**config.mk**
```make
export PLATFORM = sky130hd
export DESIGN_NAME = oklch_gamut_clip_to_srgb_top_flat
export DESIGN_NICKNAME = d
export VERILOG_FILES = /design/src/rtl/ogc_pkg.sv /design/src/rtl/ogc_in_if.sv /design/src/rtl/ogc_out_if.sv /design/src/rtl/oklch_gamut_clip_to_srgb_top.sv /design/src/flat_wrapper.sv
export SDC_FILE = /design/constraint.sdc
export NUM_CORES = 2
export LEC_CHECK = 0
export ABC_CLOCK_PERIOD_IN_PS = 38000
export BUFFER_PORTS_ARGS = -buffer_cell sky130_fd_sc_hd__buf_2
export CAP_MARGIN = 20
export CORE_UTILIZATION = 55
export CTS_CLUSTER_DIAMETER = 150
export DETAILED_ROUTE_END_ITERATION = 12
export PLACE_DENSITY = 0.71
export SLEW_MARGIN = 10
export SYNTH_ARGS = -nofsm -noshare
export SYNTH_HDL_FRONTEND = slang
export SYNTH_SLANG_ARGS = --single-unit
```
**constraint.sdc**
```tcl
create_clock -name clk -period 38 [get_ports clk]
set_input_delay 1.9 -clock clk [delete_from_list [all_inputs] [get_ports clk]]
set_output_delay 1.9 -clock clk [all_outputs]
set_load 0.05 [all_outputs]
```
**src/rtl/ogc_pkg.sv**
```systemverilog
package ogc_pkg;

  typedef logic signed [27:0] q_t;
  typedef logic signed [29:0] mop_t;
  typedef logic signed [37:0] wide_t;

  localparam wide_t Q_ONE  = 38'sd16777216;
  localparam wide_t Q_HALF = 38'sd8388608;
  localparam wide_t Q_MAX  = 38'sd134217727;
  localparam wide_t Q_MIN  = -38'sd134217728;
  localparam wide_t OFFS   = 38'sd922747;

  localparam mop_t HALFPI = 30'sd26353589;
  localparam mop_t SLOPE  = 30'sd216761631;
  localparam mop_t GAIN   = 30'sd17699963;

  localparam logic [24:0] KNEE = 25'd52526;

  localparam logic [3:0] SIN_LAST = 4'd4;
  localparam logic [3:0] COS_LAST = 4'd10;

  function automatic q_t sat_q(wide_t v);
    if (v > Q_MAX) begin
      return q_t'(Q_MAX);
    end else if (v < Q_MIN) begin
      return q_t'(Q_MIN);
    end
    return q_t'(v);
  endfunction

  // series divisor reciprocals, sine terms first then cosine terms
  // exact for dividends below 2^27
  function automatic mop_t ser_rcp(logic [3:0] i);
    mop_t m;
    unique case (i)
      4'd0:    m = mop_t'(((64'd1 << 34) + 64'd109) / 64'd110);
      4'd1:    m = mop_t'(((64'd1 << 34) + 64'd71) / 64'd72);
      4'd2:    m = mop_t'(((64'd1 << 33) + 64'd41) / 64'd42);
      4'd3:    m = mop_t'(((64'd1 << 32) + 64'd19) / 64'd20);
      4'd4:    m = mop_t'(((64'd1 << 30) + 64'd5) / 64'd6);
      4'd5:    m = mop_t'(((64'd1 << 35) + 64'd131) / 64'd132);
      4'd6:    m = mop_t'(((64'd1 << 34) + 64'd89) / 64'd90);
      4'd7:    m = mop_t'(((64'd1 << 33) + 64'd55) / 64'd56);
      4'd8:    m = mop_t'(((64'd1 << 32) + 64'd29) / 64'd30);
      4'd9:    m = mop_t'(((64'd1 << 31) + 64'd11) / 64'd12);
      4'd10:   m = mop_t'(((64'd1 << 28) + 64'd1) / 64'd2);
      default: m = '0;
    endcase
    return m;
  endfunction

  function automatic logic [5:0] ser_sh(logic [3:0] i);
    logic [5:0] s;
    unique case (i)
      4'd0:    s = 6'd34;
      4'd1:    s = 6'd34;
      4'd2:    s = 6'd33;
      4'd3:    s = 6'd32;
      4'd4:    s = 6'd30;
      4'd5:    s = 6'd35;
      4'd6:    s = 6'd34;
      4'd7:    s = 6'd33;
      4'd8:    s = 6'd32;
      4'd9:    s = 6'd31;
      4'd10:   s = 6'd28;
      default: s = 6'd0;
    endcase
    return s;
  endfunction

  function automatic mop_t lab_coef(logic [1:0] row, logic col);
    mop_t c;
    unique case ({row, col})
      3'b000:  c = 30'sd6649445;
      3'b001:  c = 30'sd3620586;
      3'b010:  c = -30'sd1771026;
      3'b011:  c = -30'sd1071295;
      3'b100:  c = -30'sd1501295;
      3'b101:  c = -30'sd21667532;
      default: c = '0;
    endcase
    return c;
  endfunction

  function automatic mop_t rgb_coef(logic [1:0] row, logic [1:0] col);
    mop_t c;
    unique case ({row, col})
      4'b0000: c = 30'sd68396375;
      4'b0001: c = -30'sd55494192;
      4'b0010: c = 30'sd3875032;
      4'b0100: c = -30'sd21280858;
      4'b0101: c = 30'sd43784464;
      4'b0110: c = -30'sd5726389;
      4'b1000: c = -30'sd70399;
      4'b1001: c = -30'sd11801406;
      4'b1010: c = 30'sd28649021;
      default: c = '0;
    endcase
    return c;
  endfunction

endpackage

```
**src/rtl/ogc_in_if.sv**
```systemverilog
interface ogc_in_if;
  logic        valid;
  logic        ready;
  logic [15:0] lightness;
  logic [15:0] chroma;
  logic [15:0] hue;

  modport source (output valid, output lightness, output chroma, output hue, input ready);
  modport sink (input valid, input lightness, input chroma, input hue, output ready);
endinterface

```
**src/rtl/ogc_out_if.sv**
```systemverilog
interface ogc_out_if;
  logic        valid;
  logic        ready;
  logic [15:0] red;
  logic [15:0] green;
  logic [15:0] blue;
  logic [15:0] chroma_used;
  logic        was_clipped;

  modport source (output valid, output red, output green, output blue,
                  output chroma_used, output was_clipped, input ready);
  modport sink (input valid, input red, input green, input blue,
                input chroma_used, input was_clipped, output ready);
endinterface

```
**src/rtl/oklch_gamut_clip_to_srgb_top.sv**
```systemverilog
// OKLCH to sRGB converter with hue-preserving chroma clipping.
// in_if carries one colour (lightness, chroma, hue) per transfer; out_if
// returns one result per input: red, green, blue, chroma_used, was_clipped.
// Both channels transfer when valid and ready are high at a clock edge.
// The APB port holds the gamut tolerance register at address 0.
// One colour is worked on at a time; in_if.ready is high only while idle.
// Hue to sine and cosine runs a series with a reciprocal multiply for
// each division; a clipped colour takes up to SEARCH_STEPS + 4 gamut
// tests, and each bright channel runs square and cube root iterations.
// Everything goes through the one shared multiplier.
// The result sits in an output register; a stalled receiver holds the
// block in its last step until the register frees, and a new colour is
// taken as soon as the result has moved into it.
// Reset clears the sequencer, the output valid and the tolerance to zero.
module oklch_gamut_clip_to_srgb_top #(
  parameter int SEARCH_STEPS = 24,
  parameter int CHANNEL_BITS = 16
) (
  input  logic        clk,
  input  logic        rst_n,
  ogc_in_if.sink      in_if,
  ogc_out_if.source   out_if,
  input  logic        psel,
  input  logic        penable,
  input  logic        pwrite,
  input  logic [2:0]  paddr,
  input  logic [31:0] pwdata,
  output logic [31:0] prdata,
  output logic        pready
);

  localparam int STEP_W = $clog2(SEARCH_STEPS + 1);
  localparam logic [16:0] CHAN_MAX = 17'((1 << CHANNEL_BITS) - 1);

  localparam logic [5:0] S_IDLE  = 6'd0;
  localparam logic [5:0] S_SX0   = 6'd1;
  localparam logic [5:0] S_SX1   = 6'd2;
  localparam logic [5:0] S_SX2   = 6'd3;
  localparam logic [5:0] S_SX3   = 6'd4;
  localparam logic [5:0] S_SER0  = 6'd5;
  localparam logic [5:0] S_SER1  = 6'd6;
  localparam logic [5:0] S_DIV   = 6'd7;
  localparam logic [5:0] S_SIN0  = 6'd8;
  localparam logic [5:0] S_SIN1  = 6'd9;
  localparam logic [5:0] S_TLA   = 6'd10;
  localparam logic [5:0] S_TLB   = 6'd11;
  localparam logic [5:0] S_TLC   = 6'd12;
  localparam logic [5:0] S_P0    = 6'd13;
  localparam logic [5:0] S_P1    = 6'd14;
  localparam logic [5:0] S_P2    = 6'd15;
  localparam logic [5:0] S_P3    = 6'd16;
  localparam logic [5:0] S_P4    = 6'd17;
  localparam logic [5:0] S_P5    = 6'd18;
  localparam logic [5:0] S_R0    = 6'd19;
  localparam logic [5:0] S_R1    = 6'd20;
  localparam logic [5:0] S_R2    = 6'd21;
  localparam logic [5:0] S_R3    = 6'd22;
  localparam logic [5:0] S_EVAL  = 6'd23;
  localparam logic [5:0] S_EN0   = 6'd24;
  localparam logic [5:0] S_EN1   = 6'd25;
  localparam logic [5:0] S_ENL   = 6'd26;
  localparam logic [5:0] S_SQ0   = 6'd27;
  localparam logic [5:0] S_SQ1   = 6'd28;
  localparam logic [5:0] S_CB0   = 6'd29;
  localparam logic [5:0] S_CB1   = 6'd30;
  localparam logic [5:0] S_CB2   = 6'd31;
  localparam logic [5:0] S_CB3   = 6'd32;
  localparam logic [5:0] S_ROOTN = 6'd33;
  localparam logic [5:0] S_ENP   = 6'd34;
  localparam logic [5:0] S_ENG   = 6'd35;
  localparam logic [5:0] S_ENV   = 6'd36;
  localparam logic [5:0] S_ENO   = 6'd37;
  localparam logic [5:0] S_ENS   = 6'd38;
  localparam logic [5:0] S_DONE  = 6'd39;

  localparam logic [2:0] PH_FIRST = 3'd0;
  localparam logic [2:0] PH_GREY  = 3'd1;
  localparam logic [2:0] PH_HALF  = 3'd2;
  localparam logic [2:0] PH_BIS   = 3'd3;
  localparam logic [2:0] PH_FINAL = 3'd4;

  localparam logic [1:0] RP_Q2 = 2'd0;
  localparam logic [1:0] RP_Q4 = 2'd1;
  localparam logic [1:0] RP_Q3 = 2'd2;
  localparam logic [1:0] RP_Q6 = 2'd3;

  localparam logic ADDR_TOL = 1'b0;

  logic [5:0]          state_r;
  logic [11:0]         tol_r;
  logic [15:0]         hue_r;
  logic [15:0]         c_in_r;
  ogc_pkg::q_t         l_r, x_r, x2_r, t_r, ts_r, cs_r, sn_r;
  ogc_pkg::q_t         cur_c_r, a_r, b_r, p_r;
  ogc_pkg::q_t         cube_r [3];
  ogc_pkg::q_t         rgb_r [3];
  ogc_pkg::wide_t      acc_r, v_r, mres_r;
  logic [59:0]         mraw_r;
  logic [3:0]          idx_r;
  logic                neg_r;
  logic [1:0]          k_r;
  logic [2:0]          phase_r;
  logic                clip_r;
  logic [23:0]         c_fin_r, lo_r, hi_r;
  logic [STEP_W-1:0]   step_r;
  logic [24:0]         c_r;
  logic [63:0]         rn_r;
  logic [25:0]         root_r, cand_r, q4_r, q6_r;
  logic [4:0]          sbit_r;
  logic [1:0]          rp_r;
  logic [43:0]         t2_r;
  logic [59:0]         cubelo_r;
  logic [15:0]         chan_r [3];
  logic                out_valid_r;
  logic [15:0]         red_r, green_r, blue_r, cu_r;
  logic                wc_r;

  // shared multiplier with rounding of the Q24 product
  ogc_pkg::mop_t  ma, mb;
  logic [29:0]    ua, ub;
  logic [59:0]    prod;
  logic [35:0]    rnd;
  ogc_pkg::wide_t mres_nxt;

  assign ua = ma[29] ? 30'(-ma) : 30'(ma);
  assign ub = mb[29] ? 30'(-mb) : 30'(mb);
  assign prod = ua * ub;
  assign rnd = 36'((prod + 60'd8388608) >> 24);
  assign mres_nxt = (ma[29] ^ mb[29]) ? -ogc_pkg::wide_t'({2'b00, rnd})
                                      : ogc_pkg::wide_t'({2'b00, rnd});

  logic [25:0]    t_cand;
  logic [24:0]    rgb_clamp, v_clamp;
  ogc_pkg::q_t    rgb_k;
  ogc_pkg::wide_t mres_abs, quo_w, qs;
  logic [29:0]    quo;
  ogc_pkg::q_t    t_new, s_val;
  logic [66:0]    cube_v;
  logic           sq_ok, cb_ok;

  assign t_cand = root_r | (26'd1 << sbit_r);
  assign rgb_k = rgb_r[k_r];
  assign rgb_clamp = rgb_k[27] ? 25'd0
                   : (rgb_k > 28'sd16777216 ? 25'd16777216 : rgb_k[24:0]);
  assign v_clamp = v_r[37] ? 25'd0
                 : (v_r > ogc_pkg::Q_ONE ? 25'd16777216 : v_r[24:0]);
  assign mres_abs = mres_r[37] ? -mres_r : mres_r;
  assign quo = 30'(mraw_r >> ogc_pkg::ser_sh(idx_r));
  assign quo_w = ogc_pkg::wide_t'({8'b0, quo});
  assign qs = neg_r ? -quo_w : quo_w;
  assign t_new = ogc_pkg::q_t'(ogc_pkg::Q_ONE - qs);
  assign s_val = ogc_pkg::q_t'(mres_r);
  assign cube_v = {1'b0, mraw_r[43:0], 22'b0} + 67'(cubelo_r[43:0]);
  assign sq_ok = {4'b0, mraw_r} <= rn_r;
  assign cb_ok = cube_v <= {3'b0, rn_r};

  // gamut test with tolerance
  logic signed [29:0] tol_s, lo_b, hi_b;
  logic [2:0]         ch_ok;
  logic               gam_ok;

  assign tol_s = $signed({10'b0, tol_r, 8'b0});
  assign lo_b = -tol_s;
  assign hi_b = 30'sd16777216 + tol_s;

  always_comb begin
    for (int i = 0; i < 3; i++) begin
      ch_ok[i] = (ogc_pkg::mop_t'(rgb_r[i]) >= lo_b) && (ogc_pkg::mop_t'(rgb_r[i]) <= hi_b);
    end
  end
  assign gam_ok = &ch_ok;

  // bisection
  logic [23:0] lo_n, hi_n;
  logic [24:0] bsum;

  assign lo_n = gam_ok ? cur_c_r[23:0] : lo_r;
  assign hi_n = gam_ok ? hi_r : cur_c_r[23:0];
  assign bsum = {1'b0, lo_n} + {1'b0, hi_n};

  always_comb begin
    ma = '0;
    mb = '0;
    unique case (state_r)
      S_SX0: begin
        ma = ogc_pkg::mop_t'({16'b0, hue_r[13:0]});
        mb = ogc_pkg::HALFPI;
      end
      S_SX2: begin
        ma = ogc_pkg::mop_t'(x_r);
        mb = ogc_pkg::mop_t'(x_r);
      end
      S_SER0: begin
        ma = ogc_pkg::mop_t'(x2_r);
        mb = ogc_pkg::mop_t'(t_r);
      end
      S_SER1: begin
        ma = ogc_pkg::mop_t'({1'b0, mres_abs[28:0]});
        mb = ogc_pkg::ser_rcp(idx_r);
      end
      S_SIN0: begin
        ma = ogc_pkg::mop_t'(x_r);
        mb = ogc_pkg::mop_t'(ts_r);
      end
      S_TLA: begin
        ma = ogc_pkg::mop_t'(cur_c_r);
        mb = ogc_pkg::mop_t'(cs_r);
      end
      S_TLB: begin
        ma = ogc_pkg::mop_t'(cur_c_r);
        mb = ogc_pkg::mop_t'(sn_r);
      end
      S_P0: begin
        ma = ogc_pkg::lab_coef(k_r, 1'b0);
        mb = ogc_pkg::mop_t'(a_r);
      end
      S_P1: begin
        ma = ogc_pkg::lab_coef(k_r, 1'b1);
        mb = ogc_pkg::mop_t'(b_r);
      end
      S_P3: begin
        ma = ogc_pkg::mop_t'(p_r);
        mb = ogc_pkg::mop_t'(p_r);
      end
      S_P4: begin
        ma = ogc_pkg::mop_t'(ogc_pkg::sat_q(mres_r));
        mb = ogc_pkg::mop_t'(p_r);
      end
      S_R0: begin
        ma = ogc_pkg::rgb_coef(k_r, 2'd0);
        mb = ogc_pkg::mop_t'(cube_r[0]);
      end
      S_R1: begin
        ma = ogc_pkg::rgb_coef(k_r, 2'd1);
        mb = ogc_pkg::mop_t'(cube_r[1]);
      end
      S_R2: begin
        ma = ogc_pkg::rgb_coef(k_r, 2'd2);
        mb = ogc_pkg::mop_t'(cube_r[2]);
      end
      S_EN1: begin
        ma = ogc_pkg::SLOPE;
        mb = ogc_pkg::mop_t'({5'b0, c_r});
      end
      S_SQ0, S_CB0: begin
        ma = ogc_pkg::mop_t'({4'b0, t_cand});
        mb = ogc_pkg::mop_t'({4'b0, t_cand});
      end
      S_CB1: begin
        ma = ogc_pkg::mop_t'({8'b0, mraw_r[21:0]});
        mb = ogc_pkg::mop_t'({4'b0, cand_r});
      end
      S_CB2: begin
        ma = ogc_pkg::mop_t'({8'b0, t2_r[43:22]});
        mb = ogc_pkg::mop_t'({4'b0, cand_r});
      end
      S_ENP: begin
        ma = ogc_pkg::mop_t'({4'b0, q4_r});
        mb = ogc_pkg::mop_t'({4'b0, q6_r});
      end
      S_ENG: begin
        ma = ogc_pkg::GAIN;
        mb = ogc_pkg::mop_t'(mres_r);
      end
      S_ENO: begin
        ma = ogc_pkg::mop_t'({5'b0, v_clamp});
        mb = ogc_pkg::mop_t'({13'b0, CHAN_MAX});
      end
      default: begin
      end
    endcase
  end

  always_ff @(posedge clk) begin
    mres_r <= mres_nxt;
    mraw_r <= prod;
  end

  // apb register
  assign pready = 1'b1;
  assign prdata = (paddr[2] == ADDR_TOL) ? {20'b0, tol_r} : 32'b0;

  always_ff @(posedge clk) begin
    if (!rst_n) begin
      tol_r <= '0;
    end else if (psel && penable && pwrite && paddr[2] == ADDR_TOL) begin
      tol_r <= pwdata[11:0];
    end
  end

  assign in_if.ready = (state_r == S_IDLE);

  // sequencer
  always_ff @(posedge clk) begin
    if (!rst_n) begin
      state_r <= S_IDLE;
    end else begin
      unique case (state_r)
        S_IDLE: begin
          if (in_if.valid) begin
            l_r <= ogc_pkg::q_t'({3'b0, in_if.lightness, 9'b0});
            c_in_r <= in_if.chroma;
            hue_r <= in_if.hue;
            state_r <= S_SX0;
          end
        end
        S_SX0: state_r <= S_SX1;
        S_SX1: begin
          x_r <= ogc_pkg::q_t'((mraw_r + 60'd8192) >> 14);
          state_r <= S_SX2;
        end
        S_SX2: state_r <= S_SX3;
        S_SX3: begin
          x2_r <= ogc_pkg::q_t'(mres_r);
          t_r <= ogc_pkg::q_t'(ogc_pkg::Q_ONE);
          idx_r <= '0;
          state_r <= S_SER0;
        end
        S_SER0: state_r <= S_SER1;
        S_SER1: begin
          neg_r <= mres_r[37];
          state_r <= S_DIV;
        end
        S_DIV: begin
          if (idx_r == ogc_pkg::SIN_LAST) begin
            ts_r <= t_new;
            t_r <= ogc_pkg::q_t'(ogc_pkg::Q_ONE);
          end else begin
            t_r <= t_new;
          end
          idx_r <= idx_r + 4'd1;
          state_r <= (idx_r == ogc_pkg::COS_LAST) ? S_SIN0 : S_SER0;
        end
        S_SIN0: state_r <= S_SIN1;
        S_SIN1: begin
          unique case (hue_r[15:14])
            2'd0: begin
              cs_r <= t_r;
              sn_r <= s_val;
            end
            2'd1: begin
              cs_r <= -s_val;
              sn_r <= t_r;
            end
            2'd2: begin
              cs_r <= -t_r;
              sn_r <= -s_val;
            end
            default: begin
              cs_r <= s_val;
              sn_r <= -t_r;
            end
          endcase
          clip_r <= 1'b0;
          cur_c_r <= ogc_pkg::q_t'({4'b0, c_in_r, 8'b0});
          c_fin_r <= {c_in_r, 8'b0};
          phase_r <= (c_in_r == 16'd0) ? PH_FINAL : PH_FIRST;
          state_r <= S_TLA;
        end
        S_TLA: state_r <= S_TLB;
        S_TLB: begin
          a_r <= ogc_pkg::sat_q(mres_r);
          state_r <= S_TLC;
        end
        S_TLC: begin
          b_r <= ogc_pkg::sat_q(mres_r);
          k_r <= '0;
          state_r <= S_P0;
        end
        S_P0: state_r <= S_P1;
        S_P1: begin
          acc_r <= ogc_pkg::wide_t'(l_r) + mres_r;
          state_r <= S_P2;
        end
        S_P2: begin
          p_r <= ogc_pkg::sat_q(acc_r + mres_r);
          state_r <= S_P3;
        end
        S_P3: state_r <= S_P4;
        S_P4: state_r <= S_P5;
        S_P5: begin
          cube_r[k_r] <= ogc_pkg::sat_q(mres_r);
          if (k_r == 2'd2) begin
            k_r <= '0;
            state_r <= S_R0;
          end else begin
            k_r <= k_r + 2'd1;
            state_r <= S_P0;
          end
        end
        S_R0: state_r <= S_R1;
        S_R1: begin
          acc_r <= mres_r;
          state_r <= S_R2;
        end
        S_R2: begin
          acc_r <= acc_r + mres_r;
          state_r <= S_R3;
        end
        S_R3: begin
          rgb_r[k_r] <= ogc_pkg::sat_q(acc_r + mres_r);
          if (k_r == 2'd2) begin
            k_r <= '0;
            state_r <= S_EVAL;
          end else begin
            k_r <= k_r + 2'd1;
            state_r <= S_R0;
          end
        end
        S_EVAL: begin
          unique case (phase_r)
            PH_FIRST: begin
              if (gam_ok) begin
                state_r <= S_EN0;
              end else begin
                clip_r <= 1'b1;
                cur_c_r <= '0;
                phase_r <= PH_GREY;
                state_r <= S_TLA;
              end
            end
            PH_GREY: begin
              if (!gam_ok) begin
                c_fin_r <= '0;
                state_r <= S_EN0;
              end else begin
                cur_c_r <= ogc_pkg::q_t'(ogc_pkg::Q_HALF);
                phase_r <= PH_HALF;
                state_r <= S_TLA;
              end
            end
            PH_HALF: begin
              if (gam_ok) begin
                c_fin_r <= 24'h800000;
                state_r <= S_EN0;
              end else begin
                lo_r <= '0;
                hi_r <= 24'h800000;
                step_r <= '0;
                cur_c_r <= ogc_pkg::q_t'(ogc_pkg::Q_HALF >>> 1);
                phase_r <= PH_BIS;
                state_r <= S_TLA;
              end
            end
            PH_BIS: begin
              lo_r <= lo_n;
              hi_r <= hi_n;
              step_r <= step_r + 1'b1;
              if (step_r == STEP_W'(SEARCH_STEPS - 1)) begin
                c_fin_r <= lo_n;
                cur_c_r <= ogc_pkg::q_t'({4'b0, lo_n});
                phase_r <= PH_FINAL;
              end else begin
                cur_c_r <= ogc_pkg::q_t'({4'b0, bsum[24:1]});
              end
              state_r <= S_TLA;
            end
            PH_FINAL: state_r <= S_EN0;
            default:  state_r <= S_IDLE;
          endcase
        end
        S_EN0: begin
          c_r <= rgb_clamp;
          state_r <= S_EN1;
        end
        S_EN1: begin
          if (c_r <= ogc_pkg::KNEE) begin
            state_r <= S_ENL;
          end else begin
            rp_r <= RP_Q2;
            rn_r <= 64'({c_r, 24'b0});
            root_r <= '0;
            sbit_r <= 5'd25;
            state_r <= S_SQ0;
          end
        end
        S_ENL: begin
          v_r <= mres_r;
          state_r <= S_ENO;
        end
        S_SQ0: begin
          cand_r <= t_cand;
          state_r <= S_SQ1;
        end
        S_SQ1: begin
          if (sq_ok) begin
            root_r <= cand_r;
          end
          if (sbit_r == 5'd0) begin
            state_r <= S_ROOTN;
          end else begin
            sbit_r <= sbit_r - 5'd1;
            state_r <= S_SQ0;
          end
        end
        S_CB0: begin
          cand_r <= t_cand;
          state_r <= S_CB1;
        end
        S_CB1: begin
          t2_r <= mraw_r[43:0];
          state_r <= S_CB2;
        end
        S_CB2: begin
          cubelo_r <= mraw_r;
          state_r <= S_CB3;
        end
        S_CB3: begin
          if (cb_ok) begin
            root_r <= cand_r;
          end
          if (sbit_r == 5'd0) begin
            state_r <= S_ROOTN;
          end else begin
            sbit_r <= sbit_r - 5'd1;
            state_r <= S_CB0;
          end
        end
        S_ROOTN: begin
          root_r <= '0;
          unique case (rp_r)
            RP_Q2: begin
              rn_r <= 64'({root_r, 24'b0});
              rp_r <= RP_Q4;
              sbit_r <= 5'd25;
              state_r <= S_SQ0;
            end
            RP_Q4: begin
              q4_r <= root_r;
              rn_r <= 64'({c_r, 39'b0});
              rp_r <= RP_Q3;
              sbit_r <= 5'd21;
              state_r <= S_CB0;
            end
            RP_Q3: begin
              rn_r <= 64'({root_r, 27'b0});
              rp_r <= RP_Q6;
              sbit_r <= 5'd25;
              state_r <= S_SQ0;
            end
            default: begin
              q6_r <= root_r;
              state_r <= S_ENP;
            end
          endcase
        end
        S_ENP: state_r <= S_ENG;
        S_ENG: state_r <= S_ENV;
        S_ENV: begin
          v_r <= mres_r - ogc_pkg::OFFS;
          state_r <= S_ENO;
        end
        S_ENO: state_r <= S_ENS;
        S_ENS: begin
          chan_r[k_r] <= mres_r[15:0];
          if (k_r == 2'd2) begin
            state_r <= S_DONE;
          end else begin
            k_r <= k_r + 2'd1;
            state_r <= S_EN0;
          end
        end
        S_DONE: begin
          if (!out_valid_r || out_if.ready) begin
            red_r <= chan_r[0];
            green_r <= chan_r[1];
            blue_r <= chan_r[2];
            cu_r <= c_fin_r[23:8];
            wc_r <= clip_r;
            state_r <= S_IDLE;
          end
        end
        default: state_r <= S_IDLE;
      endcase
    end
  end

  // output register
  always_ff @(posedge clk) begin
    if (!rst_n) begin
      out_valid_r <= 1'b0;
    end else if (state_r == S_DONE && (!out_valid_r || out_if.ready)) begin
      out_valid_r <= 1'b1;
    end else if (out_if.ready) begin
      out_valid_r <= 1'b0;
    end
  end

  assign out_if.valid = out_valid_r;
  assign out_if.red = red_r;
  assign out_if.green = green_r;
  assign out_if.blue = blue_r;
  assign out_if.chroma_used = cu_r;
  assign out_if.was_clipped = wc_r;

endmodule
```
**src/flat_wrapper.sv**
```systemverilog
// flat-port wrapper written by rule: the top's interface ports become plain ports
module oklch_gamut_clip_to_srgb_top_flat 
#(
  parameter int SEARCH_STEPS = 24,
  parameter int CHANNEL_BITS = 16
)
  (clk, rst_n, psel, penable, pwrite, paddr, pwdata, prdata, pready, in_if_valid, in_if_lightness, in_if_chroma, in_if_hue, in_if_ready, out_if_valid, out_if_red, out_if_green, out_if_blue, out_if_chroma_used, out_if_was_clipped, out_if_ready);
  ogc_in_if in_if_i ();
  ogc_out_if out_if_i ();
  input  logic clk;
  input  logic rst_n;
  input  logic psel;
  input  logic penable;
  input  logic pwrite;
  input  logic [2:0] paddr;
  input  logic [31:0] pwdata;
  output logic [31:0] prdata;
  output logic pready;
  input wire logic [$bits(in_if_i.valid)-1:0] in_if_valid;
  input wire logic [$bits(in_if_i.lightness)-1:0] in_if_lightness;
  input wire logic [$bits(in_if_i.chroma)-1:0] in_if_chroma;
  input wire logic [$bits(in_if_i.hue)-1:0] in_if_hue;
  output wire logic [$bits(in_if_i.ready)-1:0] in_if_ready;
  output wire logic [$bits(out_if_i.valid)-1:0] out_if_valid;
  output wire logic [$bits(out_if_i.red)-1:0] out_if_red;
  output wire logic [$bits(out_if_i.green)-1:0] out_if_green;
  output wire logic [$bits(out_if_i.blue)-1:0] out_if_blue;
  output wire logic [$bits(out_if_i.chroma_used)-1:0] out_if_chroma_used;
  output wire logic [$bits(out_if_i.was_clipped)-1:0] out_if_was_clipped;
  input wire logic [$bits(out_if_i.ready)-1:0] out_if_ready;
  assign in_if_i.valid = in_if_valid;
  assign in_if_i.lightness = in_if_lightness;
  assign in_if_i.chroma = in_if_chroma;
  assign in_if_i.hue = in_if_hue;
  assign in_if_ready = in_if_i.ready;
  assign out_if_valid = out_if_i.valid;
  assign out_if_red = out_if_i.red;
  assign out_if_green = out_if_i.green;
  assign out_if_blue = out_if_i.blue;
  assign out_if_chroma_used = out_if_i.chroma_used;
  assign out_if_was_clipped = out_if_i.was_clipped;
  assign out_if_i.ready = out_if_ready;
  oklch_gamut_clip_to_srgb_top #(.SEARCH_STEPS(SEARCH_STEPS), .CHANNEL_BITS(CHANNEL_BITS)) u_core (.clk(clk), .rst_n(rst_n), .in_if(in_if_i), .out_if(out_if_i), .psel(psel), .penable(penable), .pwrite(pwrite), .paddr(paddr), .pwdata(pwdata), .prdata(prdata), .pready(pready));
endmodule
```
After elaboration in Yosys (flattened, before gate mapping)
Memory sizes are Yosys's and may differ from the RTL's. A register that Yosys moved wholly into a read port is not among the register bits.
Cells that the tools add are included.
{"block": "classes", "add_sub_neg": 21, "multipliers": 1, "div": 0, "n_lt_le_gt_ge": 15, "eq_ne": 72, "n_shift": 2, "mux": 125, "n_bitwise": 4, "n_reduce_logical": 68}
{"op": "$pmux W30 S19", "count": 2}
{"op": "$mux W28", "count": 19}
{"op": "$pmux W30 S3", "count": 5}
{"op": "$pmux W6 S39", "count": 1}
{"op": "$pmux W64 S3", "count": 1}
{"op": "$mux W24", "count": 7}
{"op": "$pmux W28 S3", "count": 2}
{"op": "$pmux W24 S2", "count": 3}
{"op": "$pmux W64 S2", "count": 1}
{"op": "$pmux W38 S3", "count": 1}
{"op": "$pmux W28 S2", "count": 2}
{"op": "$pmux W28 S4", "count": 1}
{"op": "$pmux W26 S4", "count": 1}
{"op": "$eq A6 B5 Y1 const B", "count": 16}
{"op": "$ge A28 B30 Y1", "count": 3}
{"op": "$le A28 B27 Y1", "count": 3}
{"op": "$neg A28 Y28", "count": 3}
{"op": "$mux W26", "count": 3}
{"op": "$gt A38 B28 Y1 const B", "count": 2}
{"op": "$lt A38 B28 Y1 const B", "count": 2}
{"op": "$pmux W38 S2", "count": 1}
{"op": "$mux W25", "count": 3}
{"op": "$pmux W24 S3", "count": 1}
{"op": "$add A66 B44 Y67", "count": 1}
{"op": "87 further kinds", "count": 224}
{"block": "word_totals", "ff_bits": 914, "latchBits": 0, "ram_bits": 216, "rom_bits": 544, "inputBits": 90, "out_inout_bits": 100, "word_cells": 356, "memories": 5}
{"memory": "(name not given)", "words": 16, "width": 28, "read_ports": 1, "rd_clocked_by_memory_dff": 1, "wr": 0, "line": "ogc_pkg.sv:35", "source": "unique case (i)"}
{"memory": "(name not given)", "words": 16, "width": 6, "read_ports": 1, "rd_clocked_by_memory_dff": 1, "wr": 0, "line": "ogc_pkg.sv:54", "source": "unique case (i)"}
{"memory": "u_core.cube_r", "words": 3, "width": 28, "read_ports": 3, "rd_clocked_by_memory_dff": 0, "wr": 1, "line": "oklch_gamut_clip_to_srgb_top.sv:95", "source": "ogc_pkg::q_t cube_r [3];"}
{"memory": "u_core.rgb_r", "words": 3, "width": 28, "read_ports": 4, "rd_clocked_by_memory_dff": 1, "wr": 1, "line": "oklch_gamut_clip_to_srgb_top.sv:96", "source": "ogc_pkg::q_t rgb_r [3];"}
{"memory": "u_core.chan_r", "words": 3, "width": 16, "read_ports": 3, "rd_clocked_by_memory_dff": 3, "wr": 1, "line": "oklch_gamut_clip_to_srgb_top.sv:113", "source": "logic [15:0] chan_r [3];"}

Depth between registers and ports, before layout
{"block": "depth", "word_depth": 12, "depth_mapped": 55, "depth_no_buf": 49}

Worst setup path before layout
OpenSTA, ideal clock, no wires.
{"block": "synth_path", "path_type": "register to register", "start": "reg u_core.mres_r[1]", "end": "reg u_core.mres_r[35]", "setup_time_ns": 0.125, "arrival_time_ns": 12.743, "required_time_ns": 37.875, "path_slack_ns": 25.132, "path_stages_with_launch": 49, "path_buffers": 5, "synth_period_minus_slack_ns": 12.868, "path_cell_list": "dfxtp_1 clkbuf_1 inv_1 ha_1 or3b_1 clkbuf_1 or3_1 clkbuf_1 o21ai_0 xor2_1 nor2_1 a2111oi_2 nand4_1 a2111oi_1 and2_1 nand2_1 nor2_2 a21oi_1 (+13 left out) fa_1 inv_1 ha_1 clkbuf_1 a21oi_1 o21a_1 o21ai_0 and4_1 or4_4 nor3b_4 nand4_2 or4_4 nor3_1 xnor2_1 o211ai_4 nor4_4 a31oi_1 xor2_1"}
{"block": "synth_via", "elab_chain_cells": 12, "word_cells_on_any_way": 20, "cone_classes": "5 x add/sub; 1 x mul; 2 x order compare; 11 x mux; 1 x bitwise"}
{"item": "from (decl)", "line": "oklch_gamut_clip_to_srgb_top.sv:97", "source": "ogc_pkg::wide_t acc_r, v_r, mres_r;"}
{"item": "from (signal assigned)", "line": "oklch_gamut_clip_to_srgb_top.sv:275", "source": "mres_r <= mres_nxt;"}
{"item": "$lt A38 B28 Y1", "line": "ogc_pkg.sv:25", "source": "end else if (v < Q_MIN) begin"}
{"item": "$mux W1", "line": "ogc_pkg.sv:25"}
{"item": "$mux W1"}
{"item": "$mux W1", "line": "oklch_gamut_clip_to_srgb_top.sv:184", "source": "unique case (state_r)"}
{"item": "$mux W28", "line": "ogc_pkg.sv:28", "source": "return q_t'(v);"}
{"item": "$pmux W30 S19", "line": "oklch_gamut_clip_to_srgb_top.sv:184"}
{"item": "$neg A30 Y30", "line": "oklch_gamut_clip_to_srgb_top.sv:125", "source": "assign ua = ma[29] ? 30'(-ma) : 30'(ma);"}
{"item": "$mux W30", "line": "oklch_gamut_clip_to_srgb_top.sv:125"}
{"item": "$mul A30 B30 Y60", "line": "oklch_gamut_clip_to_srgb_top.sv:127", "source": "assign prod = ua * ub;"}
{"item": "$add A60 B24 Y60", "line": "oklch_gamut_clip_to_srgb_top.sv:128", "source": "assign rnd = 36'((prod + 60'd8388608) >> 24);"}
{"item": "$neg A36 Y38", "line": "oklch_gamut_clip_to_srgb_top.sv:129", "source": "assign mres_nxt = (ma[29] ^ mb[29]) ? -ogc_pkg::wide_t'({2'b00, rnd})"}
{"item": "$mux W36 *", "line": "oklch_gamut_clip_to_srgb_top.sv:129"}
{"item": "via u_core.mres_nxt[35]", "line": "oklch_gamut_clip_to_srgb_top.sv:123", "source": "ogc_pkg::wide_t mres_nxt;"}
Mark *: on every way through the listed nets, which the timed path passes. The rest lies on a longest branch. The select of a mux whose other input is x is not followed.
A chain may end at the register's enable or synchronous reset.

Worst setup path in the final report
{"block": "layout_path", "start": "reg u_core.mres_r[0]", "end": "reg u_core.mres_r[35]"}
{"block": "layout_via", "elab_chain_cells": 12, "word_cells_on_any_way": 20, "cone_classes": "5 x add/sub; 1 x mul; 2 x order compare; 11 x mux; 1 x bitwise"}
{"item": "$lt A38 B28 Y1", "line": "ogc_pkg.sv:25"}
{"item": "$mux W1", "line": "ogc_pkg.sv:25"}
{"item": "$mux W1"}
{"item": "$mux W1", "line": "oklch_gamut_clip_to_srgb_top.sv:184"}
{"item": "$mux W28", "line": "ogc_pkg.sv:28"}
{"item": "$pmux W30 S19", "line": "oklch_gamut_clip_to_srgb_top.sv:184"}
{"item": "$neg A30 Y30", "line": "oklch_gamut_clip_to_srgb_top.sv:125"}
{"item": "$mux W30", "line": "oklch_gamut_clip_to_srgb_top.sv:125"}
{"item": "$mul A30 B30 Y60 *", "line": "oklch_gamut_clip_to_srgb_top.sv:127"}
{"item": "via u_core.prod[42]", "line": "oklch_gamut_clip_to_srgb_top.sv:121", "source": "logic [59:0] prod;"}
{"item": "$add A60 B24 Y60 *", "line": "oklch_gamut_clip_to_srgb_top.sv:128"}
{"item": "$neg A36 Y38", "line": "oklch_gamut_clip_to_srgb_top.sv:129"}
{"item": "$mux W36 *", "line": "oklch_gamut_clip_to_srgb_top.sv:129"}
{"item": "via u_core.mres_nxt[35]", "line": "oklch_gamut_clip_to_srgb_top.sv:123"}
Marked as above.

==> results by stage <==
Worst hold path:
- In this run the most critical hold path is launched from u_core.chan_r[2][6]$_DFFE_PP_.
- In this run the worst hold path is classified as register to register.

Floorplan:
- The overall die height is between 400 and 500 um.
- The number of top-level pins is 190.
- The die is ~420 um wide.
- In this run the core area contains 153 standard-cell rows.
- The area of the core is roughly 170000 um^2.
- The starting density of the core is 0.553.
- The die covers between 150000 and 200000 um^2.

Detailed routing:
- The antenna violation net count after detailed routing is 0.
- In the routed design, unresolved DRC markers number 0.
- The count of TritonRoute iterations in the first routing pass is 10.
- The routed design has just over 400 mm of wire.
- The post-detailed-route wirelength per cell is 33.7 um.
- The initial detailed-routing violation count is 11885.
- The final route contains just over 80000 vias.
- Using the TritonRoute via totals, the vias-per-cell ratio works out to around 6.6.

Synthesis:
- Among all flip-flop cells after synthesis, the most frequent one is sky130_fd_sc_hd__edfxtp_1.
- The area share of the leading cell type in the synthesized netlist is 0.322.
- The xor-xnor portion of the synthesized cell area is 0.0492.
- The portion of the post-synthesis area used by sequential elements is 0.352.
- Sorting the synthesized cells by area gives the leading types as sky130_fd_sc_hd__edfxtp_1, sky130_fd_sc_hd__fa_1, sky130_fd_sc_hd__ha_1.
- The largest family of logic cells by synthesized area is adder cells.
- Counting instances in the post-synthesis netlist gives the leading cell types as sky130_fd_sc_hd__inv_1, sky130_fd_sc_hd__edfxtp_1, sky130_fd_sc_hd__nand2_1, sky130_fd_sc_hd__nor2_1, sky130_fd_sc_hd__fa_1.
- The adder-cell share of the synthesized area is 0.237.
- Counting every instance in the synthesized netlist gives between 9000 and 10000.
- The count of unique library cells instantiated by Yosys is 129.
- The fraction of the mapped netlist area in compound gates came to 0.121.
- The post-synthesis sequential element count is 1176.
- Of the post-synthesis cell area, the part taken by muxes is 0.0256.
- The total number of yosys warnings is 0.
- The synthesized area per cell is roughly 10 um^2.
- Of all cell types, the one taking the most synthesized area is sky130_fd_sc_hd__edfxtp_1.
- Of the total synthesized cell area, the portion taken by AND, OR, NAND and NOR gates is 0.149.
- The synthesized netlist occupies a cell area of 96100 um^2.
- Yosys mapped a number of flops with a built-in enable equal to between 1000 and 1500.
- The most common cell in the synthesized netlist is sky130_fd_sc_hd__inv_1.
- In the synthesized netlist the async set-or-reset flop fraction comes to 0.

Finish:
- The final cell count without fillers is 12180.
- Of the cells placed in the final design, the portion with a size suffix greater than 1 is 0.0971.
- Once layout is complete, the utilization of the core stands at 0.606.
- Counting the fill cells in the layout gives 14607.
- The area growth from synthesis to layout is 9.59%.
- The number of nets in the layout is between 10000 and 15000.

Global route:
- The initial antenna violation count is 53.
- The global route total overflow is 0.
- Entering global routing, the biggest net connects 69 pins.
- The global router's overall resource usage is 0.466.
- The first global-routing pass estimated 570 mm of wire.
- The number of global-route vias before repair was between 70000 and 80000.

Clocking:
- The number of cells upsized or downsized after cts is 0.
- The number of sinks driven by the clock tree is 1176.
- After clock tree synthesis, the clock-pin slew on the worst setup and hold paths is 0.06 ns.
- TritonCTS built the clock tree.
- The clock latency on the worst-skew pair is between 0.8 and 0.9 ns.
- Buffers inserted to repair hold after CTS numbered 0.
- The total clock buffers created by CTS is 133.
- The deepest clock path buffer count is 3.
- In this run the number of H-tree levels came out at 4.
- The library cell used as clock root buffer is sky130_fd_sc_hd__clkbuf_16.
- After clock tree synthesis, the setup repair step added 0 buffers.

Placement:
- Prior to clock tree synthesis, the placed netlist has a worst setup slack of about 21 ns.
- The half-perimeter wire length after detailed placement is around 310 mm.
- The placed cell count is ~12000.
- The count of input and output buffers is between 100 and 150.
- The congestion estimate from routability-driven global placement came to 1.08.

Setup path:
- The worst register-to-register path ends at u_core.mres_r[35]$_DFF_P_.
- The critical path data required time is approximately 39 ns.
- The longest individual stage delay on the worst path is 0.88 ns.
- The arrival time of the worst setup path is approximately 18 ns.
- The capturing instance or port of the critical path is u_core.mres_r[35]$_DFF_P_.
- The largest fanout of any net on the critical path is 13.
- The kind of start point of the critical path is a register.
- The type of element capturing the critical path is a register.
- The worst-case reg-to-reg path depth is 45.
- The origin of the critical flop-to-flop path is u_core.mres_r[0]$_DFF_P_.
- The cell occurring most often along the worst timing path is sky130_fd_sc_hd__fa_1.
- The setup check on the worst reg-to-reg path leaves a slack of ~21 ns.
- The setup path with the least slack is of type register to register.
- The largest individual stage delay along the critical path comes from the cell sky130_fd_sc_hd__a2111oi_1.
- Tracing the worst setup path back leads to its startpoint at u_core.mres_r[0]$_DFF_P_.

Timing:
- Headroom to the max-slew limit came out at 0.109.
- Of the available clock period, the critical path in the final layout requires 0.455.
- Setup repair after global routing left no endpoint under its margin.
- The final-layout setup total negative slack is 0 ns.
- Setup slack on the critical path of the routed design comes to just over 20 ns.
- The final number of hold-violating endpoints is 0.
- The count of pins over their slew limit is 0.
- The minimum period implied by the final worst setup slack is 17.30 ns.
- The maximum clock skew at final layout is about 0.069 ns.
- The transition time of the tightest slew-check pin is 1.34 ns.
- Setup violations remaining at the end of the flow were counted as 0.
- The highest clock rate is approximately 58 MHz.

Power and ir drop:
- VDD sags by at most just under 0.2 mV.
- The standby leakage power is ~0.043 uW.
- The power density relative to cell area is a little over 100 nW/um^2.

Job:
- The tool flagged a number of max-cap violations equal to 0.

Status:
- The run finished with clean final reports.
-- routing by layer --
metal,wire length [um],global-route usage,vias up
met3,56800,0.176,1395
met2,169000,0.655,5853
met4,38100,0.356,26
met1,147000,0.576,40103
li1,-,-,33346
met5,472,0.0131,-
-- state kept, by name, summed over array words and instances, names as in the netlist, 28 cells and up, named ones only --
register and flops:
u_core.chan_r 48, u_core.x_r 28, u_core.x2_r 28, u_core.mres_r 38, u_core.cubelo_r 44, u_core.cube_r 84, u_core.acc_r 38, u_core.rgb_r 112
u_core.a_r 28, u_core.b_r 28, u_core.t_r 28, u_core.rn_r 40, u_core.sn_r 28, u_core.p_r 28, u_core.ts_r 28, u_core.cs_r 28
u_core.mraw_r 60, u_core.v_r 38
-- worst min path at each step --
stage                                           end  slack [ns]  depth (start not counted)
after floorplan            out_if_blue[0]$_DFFE_PP_        0.40                          0
after global placement    out_if_blue[12]$_DFFE_PP_        0.40                          0
after detailed placement  out_if_blue[12]$_DFFE_PP_        0.40                          0
after CTS                  out_if_blue[6]$_DFFE_PP_        0.39                          0
after global routing       out_if_blue[6]$_DFFE_PP_        0.39                          0
final                      out_if_blue[6]$_DFFE_PP_        0.38                          0
-- layout by cell type (no fill, tap or decap), types with 138 or more instances in the layout --
cell,Yosys,layout
sky130_fd_sc_hd__o21ai_0,311,309
sky130_fd_sc_hd__edfxtp_1,1031,1031
sky130_fd_sc_hd__a22oi_1,180,180
sky130_fd_sc_hd__a21oi_1,395,392
sky130_fd_sc_hd__fa_1,784,784
sky130_fd_sc_hd__buf_2,76,147
sky130_fd_sc_hd__nand3_1,178,178
sky130_fd_sc_hd__nand2_1,991,991
sky130_fd_sc_hd__inv_1,1094,1094
sky130_fd_sc_hd__and2_1,168,161
sky130_fd_sc_hd__ha_1,565,565
sky130_fd_sc_hd__xnor2_1,325,310
sky130_fd_sc_hd__dfxtp_1,145,141
sky130_fd_sc_hd__nor2_1,822,813
sky130_fd_sc_hd__a21o_1,138,138
sky130_fd_sc_hd__buf_4,25,293
sky130_fd_sc_hd__xor2_1,202,190
sky130_fd_sc_hd__nor3_1,153,141
-- metrics by stage --
step / power [uW] / hold WS (ns) / cell area, um^2
after global routing: 11200 / 0.386 / 105000
after CTS: 10400 / 0.394 / 105000
after global placement: 8970 / 0.401 / 101000
after floorplan: 6580 / 0.400 / 96400
after detailed placement: 9040 / 0.405 / 101000
final: 10700 / 0.383 / 105000
-- worst max-delay path, delay by kind of cell, from the launching register on --
| family | cells | cell delay, ns |
|---|---|---|
| AND/OR/NAND/NOR | 9 | 3.22 |
| adder cells (fa/ha/maj) | 10 | 5.22 |
| flip-flops | 1 | 0.30 |
| AO/OA/AOI/OAI | 13 | 4.80 |
| buffers and inverters | 8 | 1.62 |
| XOR/XNOR | 5 | 1.90 |
-- final cells by class --
cell class                 count  area (um^2)  share of cell area
antenna                       47          118             0.00112
clock buffer                 163         3520              0.0334
clock inverter                78          983             0.00934
inverter                    1105         4150              0.0394
multi-input combinational   6839        56700               0.539
sequential                  1176        33900               0.322
tap                         2325         2910              0.0276
timing repair buffer         447         3040              0.0288
-- report_power, final --
part	switching [uW]	total [uW]	internal, uW
registers	147	1790	1640
clock network	597	1360	761
logic	5160	7530	2370
-- cells by family after synthesis --
logic type	Yosys count
compound gates	1701
xor+xnor	534
fa+ha+maj	1349
buf+inv	1608
flops	1176
mux	177
other cells	2
simple gates	2993
Note: power is estimated with default switching activity, not from simulation.
